==> config.mk <==
export PLATFORM = sky130hd
export DESIGN_NAME = qrr_sqrt_cell
export DESIGN_NICKNAME = d
export VERILOG_FILES = /design/src/sv/qrr_pkg.sv /design/src/sv/qrr_sqrt_cell.sv
export SDC_FILE = /design/constraint.sdc
export NUM_CORES = 1
export LEC_CHECK = 0
export BUFFER_PORTS_ARGS = -buffer_cell sky130_fd_sc_hd__buf_4
export CAP_MARGIN = 30
export CORE_AREA = 2 2 235 237
export CTS_CLUSTER_SIZE = 28
export DETAILED_ROUTE_END_ITERATION = 6
export DIE_AREA = 0 0 237 239
export MAX_ROUTING_LAYER = met4
export PLACE_DENSITY = 0.42
export SLEW_MARGIN = 20
export SYNTH_ARGS = -nofsm -noshare
export SYNTH_HDL_FRONTEND = slang
export SYNTH_SLANG_ARGS = --single-unit
==> constraint.sdc <==
create_clock -name clk -period 1.2 [get_ports clk]
set_input_delay 0.06 -clock clk [delete_from_list [all_inputs] [get_ports clk]]
set_output_delay 0.06 -clock clk [all_outputs]
set_load 0.005 [all_outputs]
==> src/sv/qrr_pkg.sv <==
// ============================================================================
// qrr_pkg: shared types and constants for the quadratic real-root solver
// Widths of the fixed-point datapath, the root-class codes, and the records
// that travel along the square-root and divider cell chains.
// ============================================================================
package qrr_pkg;

    // Coefficient format: signed, COEF_WIDTH bits, FRAC_BITS fraction bits
    localparam int COEF_WIDTH = 32;
    localparam int FRAC_BITS  = 16;

    // Magnitude of a coefficient (holds 2^(COEF_WIDTH-1))
    localparam int MAG_W    = COEF_WIDTH;
    localparam int PROD_W   = 2 * MAG_W;
    // Discriminant b^2 + 4ac worst case, kept even for two-bit sqrt digits
    localparam int DISC_W   = PROD_W + 2;
    localparam int SQRT_STEPS = DISC_W / 2;
    localparam int ROOT_W   = SQRT_STEPS;
    localparam int SQ_REM_W = ROOT_W + 3;
    // |b| + sqrt(d)
    localparam int RMAG_W   = ROOT_W + 1;
    localparam int DEN_W    = RMAG_W;
    localparam int NUM_W    = RMAG_W + FRAC_BITS;

    // Stream widths, padded to whole bytes
    localparam int TDATA_IN_W  = ((5 * COEF_WIDTH + 7) / 8) * 8;
    localparam int TDATA_OUT_W = ((2 + 2 * COEF_WIDTH + 7) / 8) * 8;

    // Root count codes
    localparam logic [1:0] CNT_NONE = 2'd0;
    localparam logic [1:0] CNT_ONE  = 2'd1;
    localparam logic [1:0] CNT_TWO  = 2'd2;
    localparam logic [1:0] CNT_ALL  = 2'd3;

    // Saturation limits for quotient magnitudes
    localparam logic [NUM_W-1:0] SAT_POS =
        {{(NUM_W-COEF_WIDTH+1){1'b0}}, {(COEF_WIDTH-1){1'b1}}};
    localparam logic [NUM_W-1:0] SAT_NEG =
        {{(NUM_W-COEF_WIDTH){1'b0}}, 1'b1, {(COEF_WIDTH-1){1'b0}}};

    // What kind of solution an item has before interval filtering
    typedef enum logic [2:0] {
        CLS_NONE,
        CLS_ALL,
        CLS_LINEAR,
        CLS_DOUBLE,
        CLS_TWO
    } root_class_t;

    // Per-item sideband carried down the pipeline
    typedef struct packed {
        logic                          kind;
        root_class_t                   cls;
        logic                          sa;
        logic                          sb;
        logic                          sc;
        logic [MAG_W-1:0]              ma;
        logic [MAG_W-1:0]              mb;
        logic [MAG_W-1:0]              mc;
        logic signed [COEF_WIDTH-1:0]  low;
        logic signed [COEF_WIDTH-1:0]  high;
        logic                          neg1;
        logic                          neg2;
    } side_t;

    // Square-root cell state
    typedef struct packed {
        logic [SQ_REM_W-1:0] rem;
        logic [ROOT_W-1:0]   root;
        logic [DISC_W-1:0]   rad;
    } sq_lane_t;

    // Divider cell state, one lane
    typedef struct packed {
        logic [DEN_W-1:0] rem;
        logic [DEN_W-1:0] den;
        logic [NUM_W-1:0] num;
        logic [NUM_W-1:0] quo;
    } dv_lane_t;

    // Saturated roots ahead of sorting and filtering
    typedef struct packed {
        logic signed [COEF_WIDTH-1:0] r1;
        logic signed [COEF_WIDTH-1:0] r2;
        logic                         ovf;
        root_class_t                  cls;
        logic                         kind;
        logic signed [COEF_WIDTH-1:0] low;
        logic signed [COEF_WIDTH-1:0] high;
    } res_t;

    // Magnitude of a two's complement coefficient
    function automatic logic [MAG_W-1:0] mag_of(input logic [COEF_WIDTH-1:0] x);
        logic [MAG_W-1:0] m;
        m = x[COEF_WIDTH-1] ? MAG_W'(-x) : MAG_W'(x);
        return m;
    endfunction

endpackage

==> src/sv/qrr_sqrt_cell.sv <==
// ============================================================================
// qrr_sqrt_cell: one digit of the integer square root
// Takes the next two radicand bits, tries root digit one, and hands the
// partial root, remainder and remaining radicand to the next cell.
// ============================================================================
module qrr_sqrt_cell
    import qrr_pkg::*;
(
    input  logic     clk,
    input  logic     rst_n,
    input  logic     en,
    input  logic     in_valid,
    input  sq_lane_t in_lane,
    input  side_t    in_side,
    output logic     out_valid,
    output sq_lane_t out_lane,
    output side_t    out_side
);

    logic     valid_reg;
    sq_lane_t lane_reg;
    side_t    side_reg;
    sq_lane_t lane_next;

    logic [SQ_REM_W-1:0] rem_sh;
    logic [SQ_REM_W-1:0] trial;

    // Restoring digit step
    always_comb
    begin
        rem_sh = {in_lane.rem[SQ_REM_W-3:0], in_lane.rad[DISC_W-1 -: 2]};
        trial  = SQ_REM_W'({in_lane.root, 2'b01});
        lane_next.rad = {in_lane.rad[DISC_W-3:0], 2'b00};
        if (rem_sh >= trial)
        begin
            lane_next.rem  = rem_sh - trial;
            lane_next.root = {in_lane.root[ROOT_W-2:0], 1'b1};
        end
        else
        begin
            lane_next.rem  = rem_sh;
            lane_next.root = {in_lane.root[ROOT_W-2:0], 1'b0};
        end
    end

    always_ff @(posedge clk or negedge rst_n)
    begin
        if (!rst_n)
        begin
            valid_reg <= 1'b0;
        end
        else if (en)
        begin
            valid_reg <= in_valid;
        end
    end

    always_ff @(posedge clk)
    begin
        if (en)
        begin
            lane_reg <= lane_next;
            side_reg <= in_side;
        end
    end

    assign out_valid = valid_reg;
    assign out_lane  = lane_reg;
    assign out_side  = side_reg;

endmodule

======== Word level (Yosys, flattened, before mapping) ========
Cells that the tools add are included.
operators by class
  $add $sub $neg .......................... 1
  div/mod/pow operators ................... 0
  bitwise gates (word level) .............. 0
  magnitude comparators ................... 1
  eq/ne operators ......................... 0
  multiply operators ...................... 0
  mux-type cells .......................... 1
  reductions and logical operators ........ 0
  shifts and indexed selects .............. 0
operators by type and width
  operator                        count
  two-way mux 69 bit              1
  >= comparator 36 x 35 -> 1 bit  1
  subtractor 36 x 35 -> 36 bit    1
word-level totals
  bits of input ports ..................... 308
  word-level logic and storage cells ...... 19
  memories ................................ 0
  ROM bits ................................ 0
  output and inout bits ................... 305
  bits in latches ......................... 0
  memory bits (writable) .................. 0
  register bits after elaboration ......... 303

======== Depth between registers and ports, before layout ========
  word-level depth ........................ 2
  mapped depth ............................ 13
  gate-level depth less buffers ........... 11

======== Least setup slack after synthesis ========
No wires, ideal clock.
  kind .................................... in2reg
  start point ............................. input in_lane[66] in the netlist's numbering
  end point ............................... register lane_reg (netlist bit out_lane[106]) (data pin)
  slack ................................... -1.510 ns
  data required time ...................... 0.940 ns
  stages on the path ...................... 12
  arrival time ............................ 2.450 ns
  library setup time ...................... 0.260 ns
  path buffers ............................ 1
  cells stage by stage .................... inv_1 ha_1 nor2b_4 o311ai_2 a32oi_2 a31oi_4 o211ai_4 a41o_4 a21oi_4 inv_4 buf_6 mux2_4
RTL lines
  item                  line                 RTL
  start, declared       qrr_sqrt_cell.sv:13  input sq_lane_t in_lane,
  end signal, assigned  qrr_sqrt_cell.sv:62  lane_reg <= lane_next;
  end, declared         qrr_sqrt_cell.sv:21  sq_lane_t lane_reg;

==> results.rst <==
.. list-table::
   :header-rows: 1

   * - Metric
     - Value
   * - Result of the run
     - complete, but fails checks
   * - Violations in the final reports
     - setup timing
   * - Number of enable-type register cells in the synthesized netlist
     - 302
   * - Share of total power in combinational logic
     - 0.202
   * - Ratio of total power to cell area
     - between 1000 and 1500 nW/um^2
   * - Fraction of power spent switching nets
     - 0.243
   * - Design Power
     - 31,300 uW
   * - Number of register bits inferred by synthesis
     - 303
   * - Post-synthesis area per instance
     - roughly 18 sq um
   * - Source of the worst register-to-register timing path
     - out_valid$_DFFE_PN0P_
   * - Internal portion of total power
     - roughly 24,000 uW
   * - Via count
     - ~10,000
   * - Clk Latency, worst-skew pair
     - between 0.5 and 0.6 ns
   * - Final Max Slew Viols
     - 0
   * - Worst supply voltage drop on vdd
     - 770 uV
   * - Worst Min Path Start
     - in_lane[64]
   * - Sw Pwr
     - between 7000 and 8000 uW
   * - Worst Path Buf+Inv
     - 4
   * - Cell taking the most area after synthesis
     - sky130_fd_sc_hd__edfxtp_1
   * - Final period demand of the worst path
     - between 2 and 2.5 ns
   * - Setup repair after global routing missed its margin
     - true
   * - Total I/O pin count
     - around 610
   * - Average wire per standard cell
     - 20.8 um
   * - TritonCTS clock tree
     - built
   * - Horizontal die dimension
     - ~240 um
   * - Initial core utilization
     - 0.215
   * - Dominant cell type by count on the critical path
     - sky130_fd_sc_hd__inv_4
   * - Area of the die
     - between 50,000 and 60,000 sq um
   * - Data required time at the worst endpoint
     - 1.49 ns
   * - Yosys warning total
     - 0
   * - 1st-iter DRT viols
     - about 380
   * - Count of endpoints failing hold in the final timing report
     - 0
   * - Layout area overhead
     - 99.5%
   * - Worst Setup Path Type
     - primary input to flip-flop
   * - Synth area leaders
     - sky130_fd_sc_hd__edfxtp_1 78%, sky130_fd_sc_hd__ha_1 3.7%, sky130_fd_sc_hd__mux2_4 3.3%
   * - Post-synthesis instance total
     - between 600 and 700
   * - Area of the core region
     - about 54,000 sq um
   * - Data arrival, critical path
     - roughly 2.4 ns
   * - CTS root buffer
     - sky130_fd_sc_hd__clkbuf_16
   * - Vias in the first global route
     - approximately 11,000
   * - All-layer global routing usage
     - 0.181
   * - Pre-CTS setup slack
     - -1.51 ns
   * - Number of endpoints failing setup at the final stage
     - 39
   * - Sequential-to-total area share from yosys stat
     - 0.778
   * - MaxCap Viol Count
     - 0
   * - Clock buffers created by TritonCTS
     - 39
   * - Clock Skews
     - 0 ns
   * - Wire length of the first global-routing pass
     - ~72 mm
   * - Proportion of register bits with asynchronous set or reset after synthesis
     - 0.00330
   * - # port buffers
     - 608
   * - Maximum net fanout on the critical path
     - 18
   * - Vertical extent of the die
     - about 240 um
   * - Final clock period utilization by the worst path
     - 1.73
   * - Netlist Area Pre-Place
     - roughly 12,000 sq um
   * - Register clock-pin slew on the reported worst setup and hold paths
     - about 0.050 ns
   * - Cell family with the largest share of critical-path delay
     - compound AO/OA/AOI/OAI gates
   * - Number of different library cells in the post-synthesis netlist
     - 57
   * - Final #Nets
     - approximately 2,100
   * - Path type of the worst min-delay path
     - primary input to flip-flop
   * - DRT Pass-1 Iters
     - 4
   * - Placement-stage cell area
     - 18,600 sq um
   * - Maximum number of pins on one net before global-route repair
     - 27
   * - Cell at the slowest stage of the critical path
     - sky130_fd_sc_hd__mux2_4
   * - Worst setup path startpoint
     - in_lane[66]
   * - Largest stage delay on the critical path
     - approximately 0.31 ns
   * - Critical path cell sequence
     - buf_6 > inv_4 > ha_4 > nor2b_4 > o311ai_4 > a32oi_2 > a31oi_4 > o211ai_4 > a41o_4 > a21oi_4 > inv_4 > buf_12 > mux2_4
   * - Static leakage power
     - approximately 0.01 uW
   * - ANT nets after route
     - 0
   * - Final standard cell count with taps included and fillers excluded
     - about 2,500
   * - Portion of total power attributed to the clock network
     - 0.379
   * - Portion of synthesized cell area occupied by the leading cell type
     - 0.776
   * - Detailed-route wire length
     - ~52 mm
   * - DP HPWL
     - 40.3 mm
   * - Kind of capture point of the worst setup path
     - flip-flop
   * - Total DRC errors in the routed layout
     - 0
   * - Commonest cells post-synth
     - 302 x sky130_fd_sc_hd__edfxtp_1, 47 x sky130_fd_sc_hd__inv_1, 35 x sky130_fd_sc_hd__ha_1, 33 x sky130_fd_sc_hd__a21oi_1, 27 x sky130_fd_sc_hd__nand2_1
   * - # rows
     - between 80 and 90
   * - # H-tree levels
     - 2
   * - Min setup slack post-route
     - -0.870 ns
   * - TritonCTS Sinks
     - roughly 300
   * - Library cell with the highest instance count after synthesis
     - sky130_fd_sc_hd__edfxtp_1
   * - Design Area, Final
     - 23,300 sq um
   * - Primary flip-flop cell chosen by synthesis mapping
     - sky130_fd_sc_hd__edfxtp_1
   * - Share of final-layout standard cells stronger than drive strength 1
     - 0.508
   * - Via-per-instance ratio
     - 4.01
   * - Kind of launch point of the worst setup path
     - primary input
   * - Maximum clock frequency
     - 483 MHz
   * - GRT overflow
     - 0
   * - Routability-driven placement congestion ratio
     - ~0.84
   * - Sequential share of power
     - 0.419
   * - Count of placed standard cells including taps
     - between 2,000 and 2,500
   * - Number of antenna violations at the first check in global routing
     - 15
   * - Max Buffers Root-to-Sink
     - 3
[logic make-up after synthesis]
kind of cell,Yosys count,share of synthesized area
DFF,303,0.778
AOI/OAI and AO/OA,100,0.0614
adders and majority gates,35,0.0375
xor gates and xnor gates,31,0.0232
muxes,33,0.0400
buffers and inverters,57,0.0211
and+or+nand+nor,88,0.0385
other,1,0.000321
[final timing paths]
check                                           to  slack [ns]  depth (start not counted)
max                        out_lane[118]$_DFFE_PP_       -0.87                         13
min                        out_lane[100]$_DFFE_PP_        0.06                          4
max reg2reg                  out_valid$_DFFE_PN0P_        0.46                          1
min reg2reg                  out_valid$_DFFE_PN0P_        0.51                          1
max in group asynchronous    out_valid$_DFFE_PN0P_        0.73                          3
min in group asynchronous    out_valid$_DFFE_PN0P_        0.37                          3
[state kept, by name, summed over array words and instances (netlist names)]
name,flops
out_lane,133
out_side,169
out_valid,1
[routing by layer]
metal  track usage  up-vias  wire length [um]
li1              -     4740                 -
met2         0.323      343             27500
met1         0.187     4885             18900
met4        0.0656        0              1760
met5             -        -                 0
met3        0.0576       79              3840
[layout by cell type, fill, tap and decap left out, types with 11 or more instances in the layout]
cell	synthesis	final
sky130_fd_sc_hd__buf_4	2	709
sky130_fd_sc_hd__dlygate4sd3_1	0	304
sky130_fd_sc_hd__edfxtp_1	302	302
sky130_fd_sc_hd__buf_6	3	49
sky130_fd_sc_hd__inv_1	47	43
sky130_fd_sc_hd__clkbuf_16	0	39
sky130_fd_sc_hd__a21oi_1	33	28
sky130_fd_sc_hd__nand2_1	27	27
sky130_fd_sc_hd__mux2_4	26	27
sky130_fd_sc_hd__ha_1	35	23
sky130_fd_sc_hd__xnor2_1	19	18
sky130_fd_sc_hd__diode_2	0	16
sky130_fd_sc_hd__o21ai_0	20	15
sky130_fd_sc_hd__buf_12	0	13
sky130_fd_sc_hd__nor2_1	12	12
sky130_fd_sc_hd__xor2_1	12	12
sky130_fd_sc_hd__ha_4	0	11
[metrics by stage]
stage / hold slack [ns] / setup TNS [ns] / utilization
2_1_floorplan: -0.236 / -46.65 / -
3_3_place_gp: -0.164 / -52.44 / 0.342
3_5_place_dp: -0.164 / -54.64 / 0.342
4_1_cts: 0.0172 / -30.45 / 0.425
5_1_grt: 0.0412 / -33.10 / 0.429
6_report: 0.0557 / -30.60 / 0.429
[repair_timing]
action | 4_1_cts | 5_1_grt
hold endpoints to repair | 320 | 0
gates resized for setup | 39 | 40
buffers inserted | 3 | 3
pin swaps | 5 | 2
hold buffers | 304 | 0
setup endpoints to repair | 54 | 77
[area by class of cell]
class | instances | area (sq um)
Antenna cell | 16 | 40.0
Fill cell | 5056 | 31000
Sequential cell | 303 | 9090
Clock inverter | 23 | 270
Tap cell | 704 | 881
Multi-Input combinational cell | 289 | 2630
Clock buffer | 46 | 1000
Inverter | 48 | 193
Timing Repair Buffer | 1077 | 9210
[power by group through the flow]
| stage | combinational, uW | sequential [uW] | clock [uW] |
|---|---|---|---|
| 4_1_cts | 6350 | 13100 | 12200 |
| 6_report | 6330 | 13100 | 11900 |
| 2_1_floorplan | 1440 | 13300 | 0 |
| 5_1_grt | 6770 | 13200 | 12700 |
| 3_5_place_dp | 5340 | 13300 | 0 |
| 3_3_place_gp | 5310 | 13300 | 0 |
Power figures use the tool's default switching activity.
