===== src/sv/qrr_pkg.sv =====
// ============================================================================
// qrr_pkg: shared types and constants for the quadratic real-root solver
// Widths of the fixed-point datapath, the root-class codes, and the records
// that travel along the square-root and divider cell chains.
// ============================================================================
package qrr_pkg;

    // Coefficient format: signed, COEF_WIDTH bits, FRAC_BITS fraction bits
    localparam int COEF_WIDTH = 32;
    localparam int FRAC_BITS  = 16;

    // Magnitude of a coefficient (holds 2^(COEF_WIDTH-1))
    localparam int MAG_W    = COEF_WIDTH;
    localparam int PROD_W   = 2 * MAG_W;
    // Discriminant b^2 + 4ac worst case, kept even for two-bit sqrt digits
    localparam int DISC_W   = PROD_W + 2;
    localparam int SQRT_STEPS = DISC_W / 2;
    localparam int ROOT_W   = SQRT_STEPS;
    localparam int SQ_REM_W = ROOT_W + 3;
    // |b| + sqrt(d)
    localparam int RMAG_W   = ROOT_W + 1;
    localparam int DEN_W    = RMAG_W;
    localparam int NUM_W    = RMAG_W + FRAC_BITS;

    // Stream widths, padded to whole bytes
    localparam int TDATA_IN_W  = ((5 * COEF_WIDTH + 7) / 8) * 8;
    localparam int TDATA_OUT_W = ((2 + 2 * COEF_WIDTH + 7) / 8) * 8;

    // Root count codes
    localparam logic [1:0] CNT_NONE = 2'd0;
    localparam logic [1:0] CNT_ONE  = 2'd1;
    localparam logic [1:0] CNT_TWO  = 2'd2;
    localparam logic [1:0] CNT_ALL  = 2'd3;

    // Saturation limits for quotient magnitudes
    localparam logic [NUM_W-1:0] SAT_POS =
        {{(NUM_W-COEF_WIDTH+1){1'b0}}, {(COEF_WIDTH-1){1'b1}}};
    localparam logic [NUM_W-1:0] SAT_NEG =
        {{(NUM_W-COEF_WIDTH){1'b0}}, 1'b1, {(COEF_WIDTH-1){1'b0}}};

    // What kind of solution an item has before interval filtering
    typedef enum logic [2:0] {
        CLS_NONE,
        CLS_ALL,
        CLS_LINEAR,
        CLS_DOUBLE,
        CLS_TWO
    } root_class_t;

    // Per-item sideband carried down the pipeline
    typedef struct packed {
        logic                          kind;
        root_class_t                   cls;
        logic                          sa;
        logic                          sb;
        logic                          sc;
        logic [MAG_W-1:0]              ma;
        logic [MAG_W-1:0]              mb;
        logic [MAG_W-1:0]              mc;
        logic signed [COEF_WIDTH-1:0]  low;
        logic signed [COEF_WIDTH-1:0]  high;
        logic                          neg1;
        logic                          neg2;
    } side_t;

    // Square-root cell state
    typedef struct packed {
        logic [SQ_REM_W-1:0] rem;
        logic [ROOT_W-1:0]   root;
        logic [DISC_W-1:0]   rad;
    } sq_lane_t;

    // Divider cell state, one lane
    typedef struct packed {
        logic [DEN_W-1:0] rem;
        logic [DEN_W-1:0] den;
        logic [NUM_W-1:0] num;
        logic [NUM_W-1:0] quo;
    } dv_lane_t;

    // Saturated roots ahead of sorting and filtering
    typedef struct packed {
        logic signed [COEF_WIDTH-1:0] r1;
        logic signed [COEF_WIDTH-1:0] r2;
        logic                         ovf;
        root_class_t                  cls;
        logic                         kind;
        logic signed [COEF_WIDTH-1:0] low;
        logic signed [COEF_WIDTH-1:0] high;
    } res_t;

    // Magnitude of a two's complement coefficient
    function automatic logic [MAG_W-1:0] mag_of(input logic [COEF_WIDTH-1:0] x);
        logic [MAG_W-1:0] m;
        m = x[COEF_WIDTH-1] ? MAG_W'(-x) : MAG_W'(x);
        return m;
    endfunction

endpackage


===== src/sv/qrr_div_cell.sv =====
// ============================================================================
// qrr_div_cell: one quotient bit of two restoring dividers
// Both lanes shift in one numerator bit, compare against the divisor and
// pass remainder and partial quotient to the next cell.
// ============================================================================
module qrr_div_cell
    import qrr_pkg::*;
(
    input  logic     clk,
    input  logic     rst_n,
    input  logic     en,
    input  logic     in_valid,
    input  dv_lane_t in_l1,
    input  dv_lane_t in_l2,
    input  side_t    in_side,
    output logic     out_valid,
    output dv_lane_t out_l1,
    output dv_lane_t out_l2,
    output side_t    out_side
);

    logic     valid_reg;
    dv_lane_t l1_reg;
    dv_lane_t l2_reg;
    side_t    side_reg;
    dv_lane_t l1_next;
    dv_lane_t l2_next;

    function automatic dv_lane_t div_step(input dv_lane_t l);
        dv_lane_t      r;
        logic [DEN_W:0] rem_sh;
        logic [DEN_W:0] diff;
        rem_sh = {l.rem, l.num[NUM_W-1]};
        diff   = rem_sh - {1'b0, l.den};
        r.den  = l.den;
        r.num  = {l.num[NUM_W-2:0], 1'b0};
        if (rem_sh >= {1'b0, l.den})
        begin
            r.rem = diff[DEN_W-1:0];
            r.quo = {l.quo[NUM_W-2:0], 1'b1};
        end
        else
        begin
            r.rem = rem_sh[DEN_W-1:0];
            r.quo = {l.quo[NUM_W-2:0], 1'b0};
        end
        return r;
    endfunction

    // One bit per lane
    always_comb
    begin
        l1_next = div_step(in_l1);
        l2_next = div_step(in_l2);
    end

    always_ff @(posedge clk or negedge rst_n)
    begin
        if (!rst_n)
        begin
            valid_reg <= 1'b0;
        end
        else if (en)
        begin
            valid_reg <= in_valid;
        end
    end

    always_ff @(posedge clk)
    begin
        if (en)
        begin
            l1_reg   <= l1_next;
            l2_reg   <= l2_next;
            side_reg <= in_side;
        end
    end

    assign out_valid = valid_reg;
    assign out_l1    = l1_reg;
    assign out_l2    = l2_reg;
    assign out_side  = side_reg;

endmodule


===== config.mk =====
export PLATFORM = sky130hd
export DESIGN_NAME = qrr_div_cell
export DESIGN_NICKNAME = d
export VERILOG_FILES = /design/src/sv/qrr_pkg.sv /design/src/sv/qrr_div_cell.sv
export SDC_FILE = /design/constraint.sdc
export NUM_CORES = 1
export LEC_CHECK = 0
export BUFFER_PORTS_ARGS = -buffer_cell sky130_fd_sc_hd__buf_4
export CORE_AREA = 2 2 400 402
export DETAILED_ROUTE_END_ITERATION = 12
export DIE_AREA = 0 0 402 404
export PLACE_DENSITY = 0.35
export SLEW_MARGIN = 10
export SYNTH_ARGS = -nofsm -noshare
export SYNTH_HDL_FRONTEND = slang
export SYNTH_SLANG_ARGS = --single-unit

===== constraint.sdc =====
create_clock -name clk -period 1.7 [get_ports clk]
set_input_delay 0.34 -clock clk [delete_from_list [all_inputs] [get_ports clk]]
set_output_delay 0.34 -clock clk [all_outputs]
set_load 0.03 [all_outputs]

Yosys cells after proc, flatten, opt, wreduce, memory -nomap -nowiden
Cells that the tools add are included.
Widths: inputs -> output; s select.
Operators by class
  $lt $le $gt $ge: 2
  add/sub/neg operators: 2
  muxes and demuxes: 4
Operators by type and width (number)
  $ge 35x34->1: 2
  $mux 34: 2
  $sub 34x34->34: 2
  $mux 1: 2
Storage, ports and cells
  register bits after elaboration: 504
  logic and storage cells: 29
  output and inout bits: 506

Logic depth before layout (Yosys ltp)
  depth in word-level cells: 2
  mapped depth: 13
  mapped depth without buffers: 13

Worst setup path after synthesis
OpenSTA, ideal clock, no wires.
  kind: input-to-reg
  start point: in in_l2[99] (netlist name)
  end point: reg l2_reg (netlist bit out_l2[164]) (data pin)
  arrival time: 2.696 ns
  buffers on the path: 0
  setup slack: -1.254 ns
  cell stages on the path: 13
  data required time: 1.441 ns
  setup time: 0.259 ns
  cells stage by stage: inv_1 -> ha_1 -> inv_1 -> fa_1 -> a211oi_2 -> o21ai_1 -> a21oi_2 -> o22ai_2 -> o31a_1 -> o21ai_0 -> o31ai_1 -> mux2i_1 -> a211o_1
RTL lines
  from (decl): line qrr_div_cell.sv:14  | input dv_lane_t in_l2,
  to (signal assigned): line qrr_div_cell.sv:74  | l2_reg <= l2_next;
  to (decl): line qrr_div_cell.sv:24  | dv_lane_t l2_reg;

==> results_tabular.tex <==
\begin{tabular}{lr}
\hline
Metric & Value \\
\hline
\multicolumn{2}{l}{\textbf{Outcome}} \\
\quad Result of the run & finished, violations left \\
\quad Violations in the final reports & negative setup slack \\
\multicolumn{2}{l}{\textbf{GRT}} \\
\quad Remaining global-route overflow & 0 \\
\quad Pin count of the biggest net entering global routing & 46 \\
\quad Number of antenna violations at the first check in global routing & 26 \\
\quad Via count of the first global-routing pass & 19500 \\
\quad First-pass GRT wire length & 148000 microns \\
\quad Overall Global Routing Usage & 13.0\% \\
\multicolumn{2}{l}{\textbf{Pwr}} \\
\quad Sw Pwr & 12.4 mW \\
\quad Clock power frac & 34.5\% \\
\quad Internal Power & 27.8 mW \\
\quad Part of the total power dissipated in sequential elements & 38.3\% \\
\quad Power Dens Cells & 958 nW/um\^{}2 \\
\quad Switching power as a share of total power & 30.9\% \\
\quad Overall power consumption & 40.2 mW \\
\quad Leakage power & 17.4 nW \\
\quad VDD IR max & 0.832 mV \\
\quad Combinational share of power & 27.1\% \\
\multicolumn{2}{l}{\textbf{Logic synthesis}} \\
\quad Syn avg cell area & 16.2 sq um \\
\quad Share of the yosys chip area belonging to registers & 76.3\% \\
\quad Leading area contributor after synthesis & sky130\_fd\_sc\_hd\_\_edfxtp\_1 \\
\quad Number of warnings reported in the yosys synthesis log & 0 \\
\quad Ys flop type & sky130\_fd\_sc\_hd\_\_edfxtp\_1 \\
\quad EDFF count, synth & 503 \\
\quad Number of distinct library cells after synthesis & 76 \\
\quad Synth top area share & 76.2\% \\
\quad Netlist area before placement & 19800 sq um \\
\quad Ys async rst share & 0.198\% \\
\quad Leading post-synthesis cells by cell area & sky130\_fd\_sc\_hd\_\_edfxtp\_1 (76\%), sky130\_fd\_sc\_hd\_\_ha\_1 (4.3\%), sky130\_fd\_sc\_hd\_\_a21oi\_1 (2.1\%) \\
\quad Cell count after synthesis & 1223 \\
\quad \#FFs+latches synth & 504 \\
\multicolumn{2}{l}{\textbf{Worst setup path}} \\
\quad Critical path fanouts, max & 3 \\
\quad Startpoint type of the worst setup path & input pin \\
\quad Cell-by-cell listing of the critical path & buf\_12 > inv\_12 > ha\_4 > inv\_2 > fa\_2 > a211oi\_4 > o21ai\_2 > a21oi\_2 > o22ai\_2 > o31a\_1 > o21ai\_4 > buf\_4 > buf\_6 > xor2\_1 > a21oi\_1 \\
\quad Critical path's largest stage delay & 0.36 ns \\
\quad R2R Path Start & out\_valid \\
\quad Setup Crit Path Kind & input pin to flip-flop \\
\quad Crit path DAT & 2.76 ns \\
\quad Crit path max-delay cell type & sky130\_fd\_sc\_hd\_\_fa\_2 \\
\quad Launch point of the worst path & in\_l2[99] \\
\quad Critical Path Sink Type & flip-flop \\
\quad Worst Path Buf+Inv & 5 \\
\quad Required time at the endpoint of the critical path & 2.09 ns \\
\quad Largest delay share family, worst path & compound AO/OA/AOI/OAI gates \\
\multicolumn{2}{l}{\textbf{Place}} \\
\quad Setup slack at placement & -1.41 ns \\
\quad Routability cong. & 0.810 \\
\quad Dpl hpwl & 87700 microns \\
\quad PortBufs & 1010 \\
\quad Instance area after placement & 32900 sq um \\
\multicolumn{2}{l}{\textbf{Layout}} \\
\quad Growth of design area from synthesis to finish & 112\% \\
\quad Final-stage net count & 3703 \\
\quad Utilization after layout & 26.6\% \\
\quad Final instance area & 42000 sq um \\
\quad Leading cell type in the layout, fill and taps excluded & sky130\_fd\_sc\_hd\_\_buf\_4 \\
\quad Top library cells by usage in the layout, fill and taps aside & sky130\_fd\_sc\_hd\_\_buf\_4 (1223), sky130\_fd\_sc\_hd\_\_edfxtp\_1 (503), sky130\_fd\_sc\_hd\_\_dlygate4sd3\_1 (495), sky130\_fd\_sc\_hd\_\_buf\_6 (84), sky130\_fd\_sc\_hd\_\_clkbuf\_16 (68) \\
\quad Share of cells above drive strength 1 & 53.9\% \\
\multicolumn{2}{l}{\textbf{Route}} \\
\quad Antenna Violating Nets Remaining & 0 \\
\quad Number of iterations in the first detailed-routing pass & 5 \\
\quad Detailed router's first-iteration violation count & 724 \\
\quad Via Count & 18000 \\
\quad Vias per std cell & 3.42 \\
\quad DRC violation count after routing & 0 \\
\quad Routed length per instance & 20.9 microns \\
\quad Total wirelength of the detailed-routed design & 110000 microns \\
\multicolumn{2}{l}{\textbf{Clocking}} \\
\quad Clock network latency to the later pin of the worst-skew pair & 0.66 ns \\
\quad Deepest clock path buffer count & 3 \\
\quad Total number of H-tree levels & 3 \\
\quad CTS tree & done \\
\quad Number of buffers created by CTS & 68 \\
\quad Root Buffer & sky130\_fd\_sc\_hd\_\_clkbuf\_16 \\
\quad Sinks on Clock Net & 504 \\
\quad Post-CTS clock slew at the launch and capture registers of the worst setup and hold paths & 0.05 ns \\
\multicolumn{2}{l}{\textbf{Timing}} \\
\quad Final Hold Viols & 0 \\
\quad Final period util & 139\% \\
\quad Setup repair after global routing missed its margin & true \\
\quad Maximum operating frequency & 423 MHz \\
\quad Worst setup skew after layout & 0 ns \\
\quad Time the worst path needs with I/O delays and setup & 2.36 ns \\
\quad Post-route worst setup slack & -0.664 ns \\
\quad Endpoints failing setup & 71 \\
\quad Pins Over Slew Limit & 0 \\
\multicolumn{2}{l}{\textbf{Floorplanning}} \\
\quad Die boundary height & 404 microns \\
\quad Area of the core & 158000 sq um \\
\quad Initial core utilization & 12.6\% \\
\quad Die Span X & 402 microns \\
\quad I/O pin cnt & 1015 \\
\quad Count of standard-cell rows & 146 \\
\quad Overall die area & 162000 sq um \\
\multicolumn{2}{l}{\textbf{Worst hold path}} \\
\quad Beginning of the worst hold path & in\_l2[142] \\
\quad Worst min-delay path class & input pin to flip-flop \\
\multicolumn{2}{l}{\textbf{Job}} \\
\quad Max-Cap Viols & 0 \\
\hline
\end{tabular}
==> power groups by stage <==
stage	logic [mW]	clock network [mW]	registers, mW
2_1_floorplan	1.75	0	17.8
3_3_place_gp	9.08	0	15.7
3_5_place_dp	9.03	0	15.7
4_1_cts	10.8	14.6	15.4
5_1_grt	11.5	14.9	15.5
6_report	10.9	13.9	15.4
==> layout make-up <==
class / instances / area (sq um)
clock buffer: 87 / 1770
inverter: 88 / 413
timing repair buffer: 1856 / 16100
multi-input combinational: 606 / 5700
tap: 2072 / 2590
clock inverter: 27 / 267
fill: 16600 / 116000
sequential: 504 / 15100
antenna: 9 / 22.5
==> flip-flops by register name, indices dropped and copies added, names as in the netlist <==
name	cells
out_side	169
out_valid	1
out_l1	167
out_l2	167
==> cells in the mapped netlist, types with 11 or more instances <==
cell type,instances
sky130_fd_sc_hd__o21ai_0,46
sky130_fd_sc_hd__ha_1,68
sky130_fd_sc_hd__xor2_1,26
sky130_fd_sc_hd__inv_1,86
sky130_fd_sc_hd__o21ai_1,19
sky130_fd_sc_hd__a21o_1,30
sky130_fd_sc_hd__nand2_1,77
sky130_fd_sc_hd__o21bai_1,14
sky130_fd_sc_hd__edfxtp_1,503
sky130_fd_sc_hd__nor2_1,43
sky130_fd_sc_hd__xnor2_1,31
sky130_fd_sc_hd__and3_1,11
sky130_fd_sc_hd__nand3_1,21
sky130_fd_sc_hd__a21oi_1,83
==> per-layer routing <==
| metal | wire [microns] | global-route usage [%] |
|---|---|---|
| met1 | 40800 | 13.9 |
| met2 | 54700 | 22.6 |
| met3 | 9380 | 5.00 |
| met4 | 4790 | 6.02 |
| met5 | 159 | 0 |
==> repair_timing <==
action	4_1_cts	5_1_grt
gates cloned	6	0
hold buffers	494	1
hold endpoints to repair	497	1
setup buffers	41	17
resized for setup	264	133
endpoints found under the setup margin	111	83
pin swaps	101	79
==> kinds of logic (layout without fill, tap and decap cells) <==
logic type / Yosys count / in the layout / synth area share (%)
xor+xnor: 57 / 57 / 2.52
mux: 10 / 10 / 0.581
fa+ha+maj: 70 / 70 / 4.49
compound gates: 262 / 262 / 8.61
buf+inv: 114 / 2058 / 2.51
simple gates: 205 / 205 / 4.95
flops: 504 / 504 / 76.3
other cells: 1 / 11 / 0.0189
==> worst min-delay path: stages <==
cell and delay, ns:
sky130_fd_sc_hd__buf_4 0.11, sky130_fd_sc_hd__nor2_2 0.05, sky130_fd_sc_hd__a21oi_4 0.09
==> through the flow <==
stage / hold slack, ns / std cells / TNS, ns
final: 0.0665 / 5249 / -30.62
after global routing: 0.0307 / 5248 / -31.91
after global placement: 0.117 / 4581 / -83.61
after CTS: 0.000105 / 5230 / -26.61
after floorplan: 0.0444 / 1224 / -47.45
after detailed placement: 0.117 / 4581 / -86.98
==> path summary, 6_finish.rpt <==
check                              endpoint  slack, ns  depth (start not counted)
worst max-delay path            out_l2[156]      -0.66                         15
worst min-delay path            out_l2[143]       0.07                          3
worst max register to register    out_valid       0.95                          1
worst min register to register    out_valid       0.52                          1
max in group asynchronous         out_valid       1.08                          3
min in group asynchronous         out_valid       0.52                          3
Power figures use the tool's default switching activity.
